**src/rtl/assert_macros.svh**
```systemverilog
// Assertion macros for the RTL of the codec, included by its top-level file.
// Depends on nothing; each macro expects i_clk and i_rst_n in scope.
`ifndef ASSERT_MACROS_SVH
`define ASSERT_MACROS_SVH

// Same-cycle implication, sampled at the rising clock edge outside reset.
`define ASSERT_IMP(lbl, pre, post) \
    lbl: assert property (@(posedge i_clk) disable iff (!i_rst_n) (pre) |-> (post)) \
        else $error("assertion failed");

// Next-cycle implication, sampled at the rising clock edge outside reset.
`define ASSERT_NXT(lbl, pre, post) \
    lbl: assert property (@(posedge i_clk) disable iff (!i_rst_n) (pre) |=> (post)) \
        else $error("assertion failed");

`endif

```
**src/rtl/b64lf_pkg.sv**
```systemverilog
// Types, group record and alphabet functions of the LSB-first Base64 codec.
// Used by the front, queue, back and top-level modules; depends on nothing.
package b64lf_pkg;

    typedef enum logic [1:0] {
        K_ENC = 2'd0,
        K_DEC = 2'd1,
        K_ERR = 2'd2
    } t_kind;

    typedef struct packed {
        t_kind       kind;
        logic [23:0] bits;
        logic        last;
        logic        err;
    } t_grp;

    typedef struct packed {
        logic full;
        logic empty;
    } t_q_stat;

    localparam logic [7:0] CH_PLUS  = 8'd43;
    localparam logic [7:0] CH_SLASH = 8'd47;
    localparam logic [6:0] DEC_BAD  = 7'd64;

    function automatic logic [7:0] enc_char(input logic [5:0] v);
        logic [7:0] w;
        w = {2'b00, v};
        if (v < 6'd26) begin
            return w + 8'd65;
        end else if (v < 6'd52) begin
            return w + 8'd71;
        end else if (v < 6'd62) begin
            return w - 8'd4;
        end else if (v == 6'd62) begin
            return CH_PLUS;
        end
        return CH_SLASH;
    endfunction

    // Bit 6 of the result flags a character outside the alphabet.
    function automatic logic [6:0] dec_value(input logic [7:0] c);
        if (c >= 8'd65 && c <= 8'd90) begin
            return 7'(c - 8'd65);
        end else if (c >= 8'd97 && c <= 8'd122) begin
            return 7'(c - 8'd71);
        end else if (c >= 8'd48 && c <= 8'd57) begin
            return 7'(c + 8'd4);
        end else if (c == CH_PLUS) begin
            return 7'd62;
        end else if (c == CH_SLASH) begin
            return 7'd63;
        end
        return DEC_BAD;
    endfunction

endpackage

```
**src/rtl/b64lf_front.sv**
```systemverilog
// Front part of the codec: accepts requests, gathers groups and classifies them.
// Depends on b64lf_pkg; pushes one group record per finished group into the queue.
module b64lf_front (
    input  logic              i_clk,
    input  logic              i_rst_n,
    input  logic              i_cfg_we,
    input  logic              i_cfg_wdata,
    input  logic              i_valid,
    output logic              o_ready,
    input  logic [7:0]        i_in_data,
    input  logic              i_in_last,
    input  b64lf_pkg::t_q_stat i_q_stat,
    output logic              o_push,
    output b64lf_pkg::t_grp   o_grp
);
    import b64lf_pkg::*;

    logic        r_mode, n_mode;
    logic [23:0] r_bits, n_bits;
    logic [1:0]  r_cnt, n_cnt;
    logic        r_bad, n_bad;

    logic        accept;
    logic [6:0]  dv;
    logic [5:0]  v6;
    logic [23:0] enc_bits;
    logic [23:0] dec_bits;

    assign o_ready = !i_q_stat.full;
    assign accept  = i_valid && o_ready;
    assign dv      = dec_value(i_in_data);
    assign v6      = dv[6] ? 6'd0 : dv[5:0];
    assign enc_bits = r_bits | (24'(i_in_data) << {r_cnt, 3'b000});
    assign dec_bits = r_bits | (24'(v6) << (5'(r_cnt) * 5'd6));

    always_comb begin
        o_push = 1'b0;
        o_grp  = '{kind: K_ERR, bits: 24'd0, last: 1'b1, err: 1'b1};
        n_mode = r_mode;
        n_bits = r_bits;
        n_cnt  = r_cnt;
        n_bad  = r_bad;
        if (i_cfg_we) begin
            n_mode = i_cfg_wdata;
            n_bits = '0;
            n_cnt  = '0;
            n_bad  = 1'b0;
        end else if (accept) begin
            if (!r_mode) begin
                if (r_cnt == 2'd2 || i_in_last) begin
                    o_push = 1'b1;
                    o_grp  = '{kind: K_ENC, bits: enc_bits, last: i_in_last, err: 1'b0};
                    n_bits = '0;
                    n_cnt  = '0;
                end else begin
                    n_bits = enc_bits;
                    n_cnt  = 2'(r_cnt + 2'd1);
                end
            end else begin
                if (r_cnt == 2'd3) begin
                    o_push = 1'b1;
                    o_grp  = '{kind: K_DEC, bits: dec_bits, last: i_in_last,
                               err: r_bad | dv[6]};
                    n_bits = '0;
                    n_cnt  = '0;
                    n_bad  = 1'b0;
                end else if (i_in_last) begin
                    o_push = 1'b1;
                    n_bits = '0;
                    n_cnt  = '0;
                    n_bad  = 1'b0;
                end else begin
                    n_bits = dec_bits;
                    n_cnt  = 2'(r_cnt + 2'd1);
                    n_bad  = r_bad | dv[6];
                end
            end
        end
    end

    always_ff @(posedge i_clk) begin
        if (!i_rst_n) begin
            r_mode <= 1'b0;
            r_bits <= '0;
            r_cnt  <= '0;
            r_bad  <= 1'b0;
        end else begin
            r_mode <= n_mode;
            r_bits <= n_bits;
            r_cnt  <= n_cnt;
            r_bad  <= n_bad;
        end
    end

endmodule

```
**src/rtl/b64lf_queue.sv**
```systemverilog
// Short queue of group records between the front and back parts.
// Depends on b64lf_pkg for the record and status types.
module b64lf_queue #(
    parameter int DEPTH = 2
) (
    input  logic                i_clk,
    input  logic                i_rst_n,
    input  logic                i_push,
    input  b64lf_pkg::t_grp     i_grp,
    input  logic                i_pop,
    output b64lf_pkg::t_grp     o_head,
    output b64lf_pkg::t_q_stat  o_stat
);
    import b64lf_pkg::*;

    localparam int AW = $clog2(DEPTH);
    localparam int CW = $clog2(DEPTH + 1);

    t_grp          r_mem [DEPTH];
    logic [AW-1:0] r_wr_ptr, n_wr_ptr;
    logic [AW-1:0] r_rd_ptr, n_rd_ptr;
    logic [CW-1:0] r_count, n_count;

    assign o_head       = r_mem[r_rd_ptr];
    assign o_stat.full  = (r_count == CW'(DEPTH));
    assign o_stat.empty = (r_count == '0);

    always_comb begin
        n_wr_ptr = r_wr_ptr;
        n_rd_ptr = r_rd_ptr;
        n_count  = r_count;
        if (i_push) begin
            n_wr_ptr = (r_wr_ptr == AW'(DEPTH - 1)) ? '0 : AW'(r_wr_ptr + 1'b1);
        end
        if (i_pop) begin
            n_rd_ptr = (r_rd_ptr == AW'(DEPTH - 1)) ? '0 : AW'(r_rd_ptr + 1'b1);
        end
        if (i_push && !i_pop) begin
            n_count = CW'(r_count + 1'b1);
        end else if (!i_push && i_pop) begin
            n_count = CW'(r_count - 1'b1);
        end
    end

    always_ff @(posedge i_clk) begin
        if (i_push) begin
            r_mem[r_wr_ptr] <= i_grp;
        end
    end

    always_ff @(posedge i_clk) begin
        if (!i_rst_n) begin
            r_wr_ptr <= '0;
            r_rd_ptr <= '0;
            r_count  <= '0;
        end else begin
            r_wr_ptr <= n_wr_ptr;
            r_rd_ptr <= n_rd_ptr;
            r_count  <= n_count;
        end
    end

endmodule

```
**src/rtl/b64lf_back.sv**
```systemverilog
// Back part of the codec: takes group records and sends their results one per cycle
// while i_ready allows. Depends on b64lf_pkg; drives the result output register.
module b64lf_back (
    input  logic               i_clk,
    input  logic               i_rst_n,
    input  b64lf_pkg::t_grp    i_head,
    input  b64lf_pkg::t_q_stat i_q_stat,
    output logic               o_pop,
    output logic               o_valid,
    input  logic               i_ready,
    output logic [7:0]         o_out_data,
    output logic               o_out_last,
    output logic               o_out_error
);
    import b64lf_pkg::*;

    logic       r_have, n_have;
    t_grp       r_rec, n_rec;
    logic [1:0] r_idx, n_idx;
    logic       r_ovalid, n_ovalid;
    logic [7:0] r_odata, n_odata;
    logic       r_olast, n_olast;
    logic       r_oerr, n_oerr;

    logic       load;
    logic       final_el;
    logic [7:0] el_data;
    logic       el_last;
    logic       el_err;
    logic [23:0] enc_sh;
    logic [23:0] dec_sh;

    assign enc_sh = r_rec.bits >> (5'(r_idx) * 5'd6);
    assign dec_sh = r_rec.bits >> {r_idx, 3'b000};

    always_comb begin
        unique case (r_rec.kind)
            K_ENC: begin
                el_data  = enc_char(enc_sh[5:0]);
                el_last  = (r_idx == 2'd3) && r_rec.last;
                el_err   = 1'b0;
                final_el = (r_idx == 2'd3);
            end
            K_DEC: begin
                el_data  = dec_sh[7:0];
                el_last  = (r_idx == 2'd2) && r_rec.last;
                el_err   = r_rec.err;
                final_el = (r_idx == 2'd2);
            end
            default: begin
                el_data  = 8'd0;
                el_last  = 1'b1;
                el_err   = 1'b1;
                final_el = 1'b1;
            end
        endcase
    end

    assign load  = r_have && (!r_ovalid || i_ready);
    assign o_pop = !i_q_stat.empty && (!r_have || (load && final_el));

    always_comb begin
        n_have   = r_have;
        n_rec    = r_rec;
        n_idx    = r_idx;
        n_ovalid = r_ovalid;
        n_odata  = r_odata;
        n_olast  = r_olast;
        n_oerr   = r_oerr;
        if (o_pop) begin
            n_have = 1'b1;
            n_rec  = i_head;
            n_idx  = '0;
        end else if (load && final_el) begin
            n_have = 1'b0;
        end else if (load) begin
            n_idx = 2'(r_idx + 2'd1);
        end
        if (load) begin
            n_ovalid = 1'b1;
            n_odata  = el_data;
            n_olast  = el_last;
            n_oerr   = el_err;
        end else if (i_ready) begin
            n_ovalid = 1'b0;
        end
    end

    always_ff @(posedge i_clk) begin
        r_rec   <= n_rec;
        r_odata <= n_odata;
        r_olast <= n_olast;
        r_oerr  <= n_oerr;
    end

    always_ff @(posedge i_clk) begin
        if (!i_rst_n) begin
            r_have   <= 1'b0;
            r_idx    <= '0;
            r_ovalid <= 1'b0;
        end else begin
            r_have   <= n_have;
            r_idx    <= n_idx;
            r_ovalid <= n_ovalid;
        end
    end

    assign o_valid     = r_ovalid;
    assign o_out_data  = r_odata;
    assign o_out_last  = r_olast;
    assign o_out_error = r_oerr;

endmodule

```
**src/rtl/base64_lsb_first_codec_core.sv**
```systemverilog
// Top level of the LSB-first Base64 codec: front, group queue and back part.
// Depends on b64lf_pkg, assert_macros.svh and the b64lf_front/queue/back modules.
//
//  Channel  | Direction | Handshake          | Payload
//  ---------+-----------+--------------------+------------------------------------
//  input    | in        | i_valid / o_ready  | i_in_data, i_in_last
//  result   | out       | o_valid / i_ready  | o_out_data, o_out_last, o_out_error
//  config   | in        | i_cfg_we           | i_cfg_wdata (mode)
//
// A request is taken in every cycle while the group queue has room. The back part sends
// one result per cycle from its output register while i_ready is high; decoding then
// sustains one character per cycle, and encoding three bytes per four results. A group
// passes the queue, the back record register and the output register. Reset is synchronous
// and clears all control state; a result-side stall fills the queue and then drops o_ready.
`include "assert_macros.svh"

module base64_lsb_first_codec_core #(
    parameter int QUEUE_DEPTH = 2
) (
    input  logic       i_clk,
    input  logic       i_rst_n,
    input  logic       i_cfg_we,
    input  logic       i_cfg_wdata,
    input  logic       i_valid,
    output logic       o_ready,
    input  logic [7:0] i_in_data,
    input  logic       i_in_last,
    output logic       o_valid,
    input  logic       i_ready,
    output logic [7:0] o_out_data,
    output logic       o_out_last,
    output logic       o_out_error
);
    import b64lf_pkg::*;

    t_grp    grp_in;
    t_grp    grp_head;
    t_q_stat q_stat;
    logic    push;
    logic    pop;

    b64lf_front u_front (
        .i_clk       (i_clk),
        .i_rst_n     (i_rst_n),
        .i_cfg_we    (i_cfg_we),
        .i_cfg_wdata (i_cfg_wdata),
        .i_valid     (i_valid),
        .o_ready     (o_ready),
        .i_in_data   (i_in_data),
        .i_in_last   (i_in_last),
        .i_q_stat    (q_stat),
        .o_push      (push),
        .o_grp       (grp_in)
    );

    b64lf_queue #(
        .DEPTH (QUEUE_DEPTH)
    ) u_queue (
        .i_clk   (i_clk),
        .i_rst_n (i_rst_n),
        .i_push  (push),
        .i_grp   (grp_in),
        .i_pop   (pop),
        .o_head  (grp_head),
        .o_stat  (q_stat)
    );

    b64lf_back u_back (
        .i_clk       (i_clk),
        .i_rst_n     (i_rst_n),
        .i_head      (grp_head),
        .i_q_stat    (q_stat),
        .o_pop       (pop),
        .o_valid     (o_valid),
        .i_ready     (i_ready),
        .o_out_data  (o_out_data),
        .o_out_last  (o_out_last),
        .o_out_error (o_out_error)
    );

    `ASSERT_IMP(a_no_push_full, push, !q_stat.full)
    `ASSERT_IMP(a_no_pop_empty, pop, !q_stat.empty)
    `ASSERT_IMP(a_full_not_empty, q_stat.full, !q_stat.empty)
    `ASSERT_NXT(a_push_fills, push && !pop, !q_stat.empty)

endmodule

```
**config.mk**
```make
export PLATFORM = sky130hd
export DESIGN_NAME = base64_lsb_first_codec_core
export DESIGN_NICKNAME = d
export VERILOG_FILES = /design/src/rtl/b64lf_pkg.sv /design/src/rtl/b64lf_front.sv /design/src/rtl/b64lf_queue.sv /design/src/rtl/b64lf_back.sv /design/src/rtl/base64_lsb_first_codec_core.sv
export VERILOG_INCLUDE_DIRS = /design/src /design/src/rtl
export SDC_FILE = /design/constraint.sdc
export NUM_CORES = 1
export LEC_CHECK = 0
export BUFFER_PORTS_ARGS = -buffer_cell sky130_fd_sc_hd__buf_2
export CAP_MARGIN = 20
export CORE_MARGIN = 10
export CORE_UTILIZATION = 40
export DETAILED_ROUTE_END_ITERATION = 8
export PLACE_DENSITY = 0.59
export SLEW_MARGIN = 20
export SYNTH_ARGS = -nofsm -noshare
export SYNTH_HDL_FRONTEND = slang
export SYNTH_SLANG_ARGS = --single-unit
```
**constraint.sdc**
```tcl
create_clock -name i_clk -period 3.81 [get_ports i_clk]
set_input_delay 0.1905 -clock i_clk [delete_from_list [all_inputs] [get_ports i_clk]]
set_output_delay 0.1905 -clock i_clk [all_outputs]
set_load 0.005 [all_outputs]
```
==> results of run 1 <==
-- tightest hold or removal path, stage by stage --
cell	delay (ns)
buf_2	0.08
mux2i_1	0.06
nor2b_1	0.13
-- layer usage --
layer,share of wire [%],vias to the layer above
met1,42,2636
met3,5.5,49
met2,49,213
met5,0,-
met4,3.3,0
li1,-,2533
-- placed cells by master, fill, tap and decap left out, types with 6 or more instances in the layout --
cell type  count
dfxtp_1       36
clkbuf_16     17
mux2_2        29
xnor2_1        7
mux2i_1       12
mux4_2         6
a211oi_1      16
nor2b_1       18
edfxtp_1      94
o21ai_1       15
a22oi_1       23
nor3_1        13
o21ai_0       27
nand2_1       39
and3_1         9
o22ai_1       14
o31ai_1        6
a21oi_1       36
nand3_1       19
and2_1         9
inv_1         19
buf_4         11
buf_2         26
ha_1          21
nor2_1        46
a31oi_1        7
-- through the flow --
| step | cell area (um^2) | power [W] | cells | hold slack (ns) |
|---|---|---|---|---|
| 4_1_cts | 7980 | 0.00464 | 904 | 0.0566 |
| 6_report | 7980 | 0.00462 | 904 | 0.0823 |
| 3_3_place_gp | 7440 | 0.00316 | 872 | 0.461 |
| 3_5_place_dp | 7440 | 0.00317 | 872 | 0.465 |
| 2_1_floorplan | 7140 | 0.00282 | 651 | 0.360 |
| 5_1_grt | 7980 | 0.00486 | 904 | 0.0863 |
-- sequential cells by signal, indices dropped and copies added, names as in the netlist --
register            flops
u_front.r_bad           1
u_back.o_out_last       1
u_queue.r_mem          56
u_back.r_rec           28
u_front.r_bits         24
u_queue.r_rd_ptr        1
u_back.r_have           1
u_queue.r_count         2
u_back.o_out_error      1
u_queue.r_wr_ptr        1
u_front.r_cnt           2
u_back.o_out_data       8
u_back.o_valid          1
u_front.r_mode          1
u_back.r_idx            2
-- kinds of logic after synthesis --
family	Yosys count	synth area share (%)
flops	130	49.7
buf+inv	62	3.77
fa+ha+maj	21	3.68
xor+xnor	8	0.982
compound gates	203	20.8
mux	47	8.15
simple gates	180	13.0
-- path summary, 6_finish.rpt --
path                                        endpoint  slack, ns             from  cells past startpoint
worst min-delay path                  u_front.r_mode       0.08      i_cfg_wdata                      3
worst min register to register        u_back.o_valid       0.48    u_back.r_have                      1
worst max register to register  u_back.o_out_data[2]       0.63  u_back.r_idx[0]                      7
worst max-delay path            u_back.o_out_data[2]       0.63  u_back.r_idx[0]                      7
-- where the power goes --
| group | internal [W] | switching (W) | total [W] |
|---|---|---|---|
| combinational | 0.000479 | 0.000730 | 0.00121 |
| clock | 0.000837 | 0.000627 | 0.00146 |
| sequential | 0.00180 | 0.000141 | 0.00194 |
| total | 0.00312 | 0.00150 | 0.00462 |
-- cell type report --
| class | instances | area (um^2) | share of cell area [%] |
|---|---|---|---|
| clock buffer | 18 | 429 | 5.38 |
| clock inverter | 14 | 106 | 1.33 |
| inverter | 21 | 78.8 | 0.988 |
| multi-input combinational | 459 | 3330 | 41.7 |
| sequential | 130 | 3540 | 44.4 |
| tap | 225 | 282 | 3.53 |
| timing repair buffer | 37 | 213 | 2.67 |
==> out/metrics.cfg, run 1 <==
[run_status]
status=finished, final reports clean

[timing]
relSlewSlack_pct=36.6
rsz0062_at_grt=no
skew_ns=0.00950
fin_crit_sh_pct=83.4
fin_ws_ns=0.634
hold_violations=0
layout_min_cycle_time_ns=3.18
setup-tns-final_ns=0
drv_slew=0
finalSetupViolCount=0
worstMarginPinSlew_ns=0.949
fmax_mhz=315

[logic_synthesis]
syn-mean-instance-area_um2=11.0
ys_seq_area_share_pct=49.7
synth_edf_count=94
syn_inst=651
synth_common_cells=edfxtp_1 (94), nor2_1 (46), nand2_1 (39)
postSynth.asyncResetShare_pct=0
yosysTopAreaCell=edfxtp_1
yosysMostFrequentCell=edfxtp_1
ys.flop_type=edfxtp_1
synth_area_leaders=edfxtp_1 (40%), dfxtp_1 (10%), mux2_2 (4.6%)
synth_nets=687
syn_area_um2=7140
ys_warn_count=0
yosys.area.top_type_share_pct=39.6
ys_types=81
ys_ff_latch=130

[clock_tree]
htreeDepth=4
cts_resized=0
clk_pin_slew_ns=0.06
cts_buffers=17
cts_tree=built
cts_sinks=130
postCtsHoldBufs=0
cts-root-buf=clkbuf_16
worstSkewPairLatency_ns=0.42
cts_buffer_depth=2
post_cts_buffers=0

[critical_path]
critPathMaxStageDelay_ns=0.79
endpoint_kind=flip-flop
cp.arrival_ns=3.31
crit_buf_inv=0
cpMostUsedCell=a211oi_1
start_kind=flip-flop
worstPathCellList=mux4_2 > ha_1 > a21o_1 > a21oi_4 > o311ai_1 > a211oi_1 > a211oi_1
cp_max_fo=14
path_class=reg2reg
cp_slowest_cell=dfxtp_1
cp_data_required_time_ns=3.95
cp_top_family=compound AO/OA/AOI/OAI gates

[global_route]
grt_usage_pct=15.1
grt_max_degree=30
grt_pass1_vias=5249
busiest_layer=met2
grt_util_met3_pct=3.85
grt_first_pass_wirelength_um=28500
use_met1_pct=18.2
grt_antenna_before_repair=0
overflow=0
grt.met2_usage_pct=24.4

[routing]
via_per_inst=6.01
wirelength_um=18000
antenna_left=0
route.detailed.drc=0
vias=5431
wl_per_cell_um=19.9
firstDrtPassIters=5
first_iter_violations=437

[cells_and_area]
area_growth_pct=11.8
drive_gt1_share_pct=19.6
fillCellCount=1620
nets=702
fin_util_pct=45.8
diodes=0

[die]
rows=48
dieArea_um2=23600
fp.dieH_um=154
core_area_um2=17400
die_w_um=154
io_pins=27
start_util_pct=41.0

[placement]
post-place-ws_ns=0.582
hpwlAfterDp_um=13200
io_buffers=26
routabilityCongestion=0.940

[pwr]
leakage_nw=2.68
ir_worst_vdd_v=0.000421
powerDensity_nw_per_um2=578

[hold_path]
hold_class=in2reg

[run]
cap_violations=0

Power figures use the tool's default switching activity.
==> run 2, diff against run 1 <==
- clock period: 3.81 -> 2.85 ns (I/O delays scaled with it)
==> run 2 against run 1 <==
  * Flip-flop and latch count did not move
  * Global-route usage increased by 0.76 points
  * Die area unchanged
  * Clock-buffer cell count unchanged
  * Sequential share of layout area down 1.6 points
  * Register-to-register slack got worse by 0.48 ns
  * Cell count is 4.2% higher
  * Combinational power is 40% higher
  * Critical path depth rose by 2
  * Clock power is 36% higher
  * Final area grew 3.8%
  * Largest power group unchanged
  * Highest routed layer unchanged
==> out/metrics.cfg, run 2 (synthesis results as in run 1) <==
[pwr]
powerDensity_nw_per_um2=756  ; +31%
ir_worst_vdd_v=0.000432  ; +2.7%
leakage_nw=2.88  ; +7.6%

[global_route]
grt_antenna_before_repair=0  ; unchanged
grt_first_pass_wirelength_um=30200  ; +5.7%
grt_pass1_vias=5580  ; +6.3%
overflow=0  ; unchanged
grt_usage_pct=15.8  ; +0.76 points
grt_max_degree=30  ; unchanged

[timing]
fin_ws_ns=0.151  ; -0.483 ns
finalSetupViolCount=0  ; unchanged
worstMarginPinSlew_ns=0.852  ; -0.0966 ns
hold_violations=0  ; unchanged
fin_crit_sh_pct=94.7  ; +11 points
relSlewSlack_pct=42.8  ; +6.1 points
rsz0062_at_grt=no
drv_slew=0  ; unchanged
fmax_mhz=370  ; +18%
skew_ns=0.0116  ; +0.00206 ns
layout_min_cycle_time_ns=2.70  ; -0.477 ns
setup-tns-final_ns=0  ; unchanged

[critical_path]
critPathMaxStageDelay_ns=0.60  ; -0.19 ns
cp_slowest_cell=mux4_2
worstPathCellList=mux4_2 > inv_1 > ha_1 > inv_1 > and3_1 > nor4b_1 > nor4_1 > a21oi_1 > nor2_1
cp_max_fo=10  ; -4
path_class=reg2reg
cp_data_required_time_ns=3.01  ; -0.94 ns
cp.arrival_ns=2.86  ; -0.45 ns
cpMostUsedCell=inv_1
endpoint_kind=flip-flop
start_kind=flip-flop

[clock_tree]
clk_pin_slew_ns=0.06  ; about the same
cts-root-buf=clkbuf_16
cts_buffers=17  ; unchanged
worstSkewPairLatency_ns=0.42  ; about the same
cts_tree=built
htreeDepth=4  ; unchanged
cts_buffer_depth=2  ; unchanged
post_cts_buffers=0  ; unchanged
cts_sinks=130  ; unchanged

[routing]
firstDrtPassIters=5  ; unchanged
antenna_left=0  ; unchanged
first_iter_violations=446  ; +2.1%
route.detailed.drc=0  ; unchanged
wl_per_cell_um=19.8  ; -0.73%
vias=5432  ; +0.018%
wirelength_um=18600  ; +3.4%
via_per_inst=5.77  ; -4.0%

[die]
fp.dieH_um=154  ; unchanged
start_util_pct=41.0  ; unchanged
die_w_um=154  ; unchanged
rows=48  ; unchanged
io_pins=27  ; unchanged
dieArea_um2=23600  ; unchanged
core_area_um2=17400  ; unchanged

[placement]
io_buffers=26  ; unchanged
place_area_um2=7730  ; +3.8%
routabilityCongestion=0.925  ; -1.6%
post-place-ws_ns=-0.0586  ; -0.641 ns
hpwlAfterDp_um=13900  ; +5.6%

[cells_and_area]
layout_common_cells=edfxtp_1 (94), buf_4 (48), nor2_1 (46)
reg.largest.list=u_queue.r_mem (56), u_back.r_rec (28), u_front.r_bits (24)
layout_commonest_cell=edfxtp_1
drive_gt1_share_pct=23.8  ; +4.3 points
regMostFlops=u_queue.r_mem
nets=740  ; +5.4%
diodes=0  ; unchanged
area_growth_pct=16.1
design_area_um2=8290  ; +3.8%
largest_register_ffs=56  ; unchanged

[hold_path]
hold_class=in2reg

[run_status]
status=finished, final reports clean

[run]
cap_violations=0  ; unchanged

-- run 2: repair_timing --
item,in CTS,in global routing
hold endpoints to repair,1,0
hold buffers,1,0
gates resized for setup,0,2
setup endpoints to repair,0,5
-- run 2: power breakdown --
part           internal, W  switching [W]  total, W
registers          0.00241       0.000171   0.00258
logic             0.000689        0.00101   0.00170
clock network      0.00119       0.000793   0.00198
total              0.00429        0.00198   0.00627
-- run 2: worst paths after layout --
kind / from / to / slack [ns] / cells after the start
max: u_back.r_idx[0] / u_back.o_out_data[4] / 0.15 / 9
min reg2reg: u_back.r_have / u_back.o_valid / 0.48 / 1
min: i_ready / u_back.o_valid / 0.05 / 3
max reg2reg: u_back.r_idx[0] / u_back.o_out_data[4] / 0.15 / 9
-- run 2: final cells by class --
cell class                      instances  area [um^2]
Clock buffer                           18          429
Clock inverter                         14          115
Fill cell                            1612         9130
Inverter                               21         80.1
Multi-Input combinational cell        459         3330
Sequential cell                       130         3550
Tap cell                              225          282
Timing Repair Buffer                   75          500
-- run 2: worst max-delay path: cells and delay by family (launching register included) --
family / cells / cell delay (ns)
and+or+nand+nor: 4 / 0.79
muxes: 1 / 0.60
DFF: 1 / 0.47
buffers and inverters: 2 / 0.23
adders and majority gates: 1 / 0.22
AOI/OAI and AO/OA: 1 / 0.12
-- run 2: routing by layer --
| layer | up-vias | wire, um | GRT usage [%] |
|---|---|---|---|
| met2 | 173 | 8990 | 25.6 |
| met3 | 56 | 903 | 4.21 |
| met1 | 2587 | 8030 | 18.8 |
| met4 | 0 | 720 | 8.50 |
| met5 | - | 0 | 0 |
| li1 | 2616 | - | - |
-- run 2: through the flow --
| step | hold slack [ns] | power, W | utilization, % | cells |
|---|---|---|---|---|
| 2_1_floorplan | 0.312 | 0.00377 | - | 651 |
| 3_3_place_gp | 0.420 | 0.00430 | 44.4 | 909 |
| 3_5_place_dp | 0.435 | 0.00432 | 44.4 | 909 |
| 4_1_cts | 0.0331 | 0.00631 | 47.6 | 942 |
| 5_1_grt | 0.0487 | 0.00659 | 47.6 | 942 |
| 6_report | 0.0521 | 0.00627 | 47.6 | 942 |
==> run 3, diff against run 2 <==
- PLACE_DENSITY: 0.59 -> 0.57
- clock period: 2.85 -> 3.36 ns (I/O delays scaled with it)
==> run 3 against run 2 <==
  * Wire length decreased by 1.2%
  * Critical path depth rose by 2
  * Via count increased by 0.18%
  * Register-to-register slack improved by 0.37 ns
  * Sequential share of layout area is 0.71 points higher
  * Highest routed layer unchanged
  * Clock skew is 0.0032 ns lower
  * Largest cell class unchanged
==> out/metrics.cfg, run 3 (synthesis results as in run 1) <==
[run_status]
status=finished, final reports clean

[cells_and_area]
largest_register_ffs=56  ; unchanged
seqCellArea_um2=3540  ; about the same
regMostFlops=u_queue.r_mem
area_growth_pct=14.2
nets=715  ; -3.4%
layout_common_cells=edfxtp_1 (94), nor2_1 (46), nand2_1 (39)
multi_input_area_um2=3330  ; unchanged
drive_gt1_share_pct=21.2  ; -2.6 points
diodes=0  ; unchanged
reg.largest.list=u_queue.r_mem (56), u_back.r_rec (28), u_front.r_bits (24)
layout_commonest_cell=edfxtp_1
fillCellCount=1605  ; -0.43%
fin_util_pct=46.8  ; -0.81 points

[critical_path]
cp_data_required_time_ns=3.51  ; +0.50 ns
crit_buf_inv=3  ; +1
cp_slowest_cell=mux4_2
path_class=reg2reg
cp_top_family=multiplexers
endpoint_kind=flip-flop
cp_max_fo=8  ; -2
start_kind=flip-flop
critPathMaxStageDelay_ns=0.59  ; about the same
cp.arrival_ns=2.99  ; +0.13 ns
worstPathCellList=buf_4 > mux4_2 > inv_1 > ha_1 > inv_1 > a21oi_1 > mux2i_1 > nor2_1 > nor4_1 > a21oi_1 > nor2_1
r2r_slack_ns=0.52  ; +0.37 ns

[routing]
firstDrtPassIters=5  ; unchanged
via_per_inst=5.93  ; +2.9%
vias=5442  ; +0.18%
wirelength_um=18400  ; -1.2%
antenna_left=0  ; unchanged
route.detailed.drc=0  ; unchanged
wl_per_cell_um=20.1  ; +1.5%
first_iter_violations=452  ; +1.3%

[timing]
hold_violations=0  ; unchanged
worstMarginPinSlew_ns=0.943  ; +0.0909 ns
fin_crit_sh_pct=84.4  ; -10 points
setup-tns-final_ns=0  ; unchanged
fin_ws_ns=0.524  ; +0.373 ns
rsz0062_at_grt=no
drv_slew=0  ; unchanged
hold_slack_ns=0.0296  ; -0.0225 ns
layout_min_cycle_time_ns=2.84  ; +0.137 ns
skew_ns=0.00832  ; -0.00324 ns
relSlewSlack_pct=37.0  ; -5.7 points
finalSetupViolCount=0  ; unchanged
fmax_mhz=353  ; -4.8%

[pwr]
powerDensity_nw_per_um2=668  ; -12%
leakage_nw=2.78  ; -3.5%
ir_worst_vdd_v=0.000366  ; -15%

[clock_tree]
cts_resized=0  ; unchanged
post_cts_buffers=0  ; unchanged
cts_buffer_depth=2  ; unchanged
cts_sinks=130  ; unchanged
clk_pin_slew_ns=0.06  ; about the same
cts_tree=built
postCtsHoldBufs=0  ; -1
cts-root-buf=clkbuf_16
worstSkewPairLatency_ns=0.42  ; about the same
htreeDepth=4  ; unchanged
cts_buffers=17  ; unchanged

[die]
rows=48  ; unchanged
die_w_um=154  ; unchanged
io_pins=27  ; unchanged
start_util_pct=41.0  ; unchanged
fp.dieH_um=154  ; unchanged
core_area_um2=17400  ; unchanged
dieArea_um2=23600  ; unchanged

[global_route]
grt_usage_pct=15.4  ; -0.41 points
grt_first_pass_wirelength_um=29400  ; -2.5%
grt_max_degree=30  ; unchanged
grt_pass1_vias=5359  ; -4.0%
grt_antenna_before_repair=0  ; unchanged
overflow=0  ; unchanged

[hold_path]
hold_class=in2reg

[placement]
io_buffers=26  ; unchanged
routabilityCongestion=0.921  ; -0.44%
post-place-ws_ns=0.278  ; +0.337 ns
hpwlAfterDp_um=13500  ; -3.0%

[run]
cap_violations=0  ; unchanged

==> run 3: cell count changes in the layout (fill, tap and decap cells not counted), sizes merged <==
| cell | change |
|---|---|
| buf | -24 |
| dlygate4sd3 | -1 |
| clkinv | -7 |
| inv | +6 |
| bufinv | +1 |
==> run 3: per-stage QoR <==
step,std cells,cell area [um^2],power (W)
finish,917,8150,0.00544
global route,917,8150,0.00572
CTS,917,8150,0.00548
detailed placement,885,7550,0.00361
global placement,885,7550,0.00358
floorplan,651,7140,0.00319
==> run 3: where the power goes <==
part           internal (W)  switching (W)
clock network       0.00112       0.000745
logic              0.000554       0.000834
registers           0.00204       0.000150
==> run 3: tightest hold or removal path, cell delays in order <==
cell     delay, ns
buf_2         0.08
mux2i_1       0.06
nor2b_1       0.10
==> run 3: path summary, 6_finish.rpt <==
path / start / endpoint / depth (start not counted)
max: u_back.r_idx[0] / u_back.o_out_data[4] / 11
min: i_cfg_wdata / u_front.r_mode / 3
max reg2reg: u_back.r_idx[0] / u_back.o_out_data[4] / 11
min reg2reg: u_back.r_have / u_back.o_valid / 1
==> run 3: metal layers <==
| layer | global-route usage (%) | vias up | wire length [um] |
|---|---|---|---|
| met1 | 17.7 | 2615 | 7550 |
| met2 | 26.1 | 214 | 9200 |
| met3 | 4.21 | 48 | 1060 |
| li1 | - | 2565 | - |
| met5 | 0 | - | 0 |
| met4 | 7.20 | 0 | 607 |
==> run 3: area by class of cell <==
class | instances | area share (%)
sequential | 130 | 43.5
timing repair buffer | 50 | 3.81
inverter | 21 | 0.968
tap | 225 | 3.46
clock inverter | 14 | 2.06
clock buffer | 18 | 5.27
multi-input combinational | 459 | 40.9
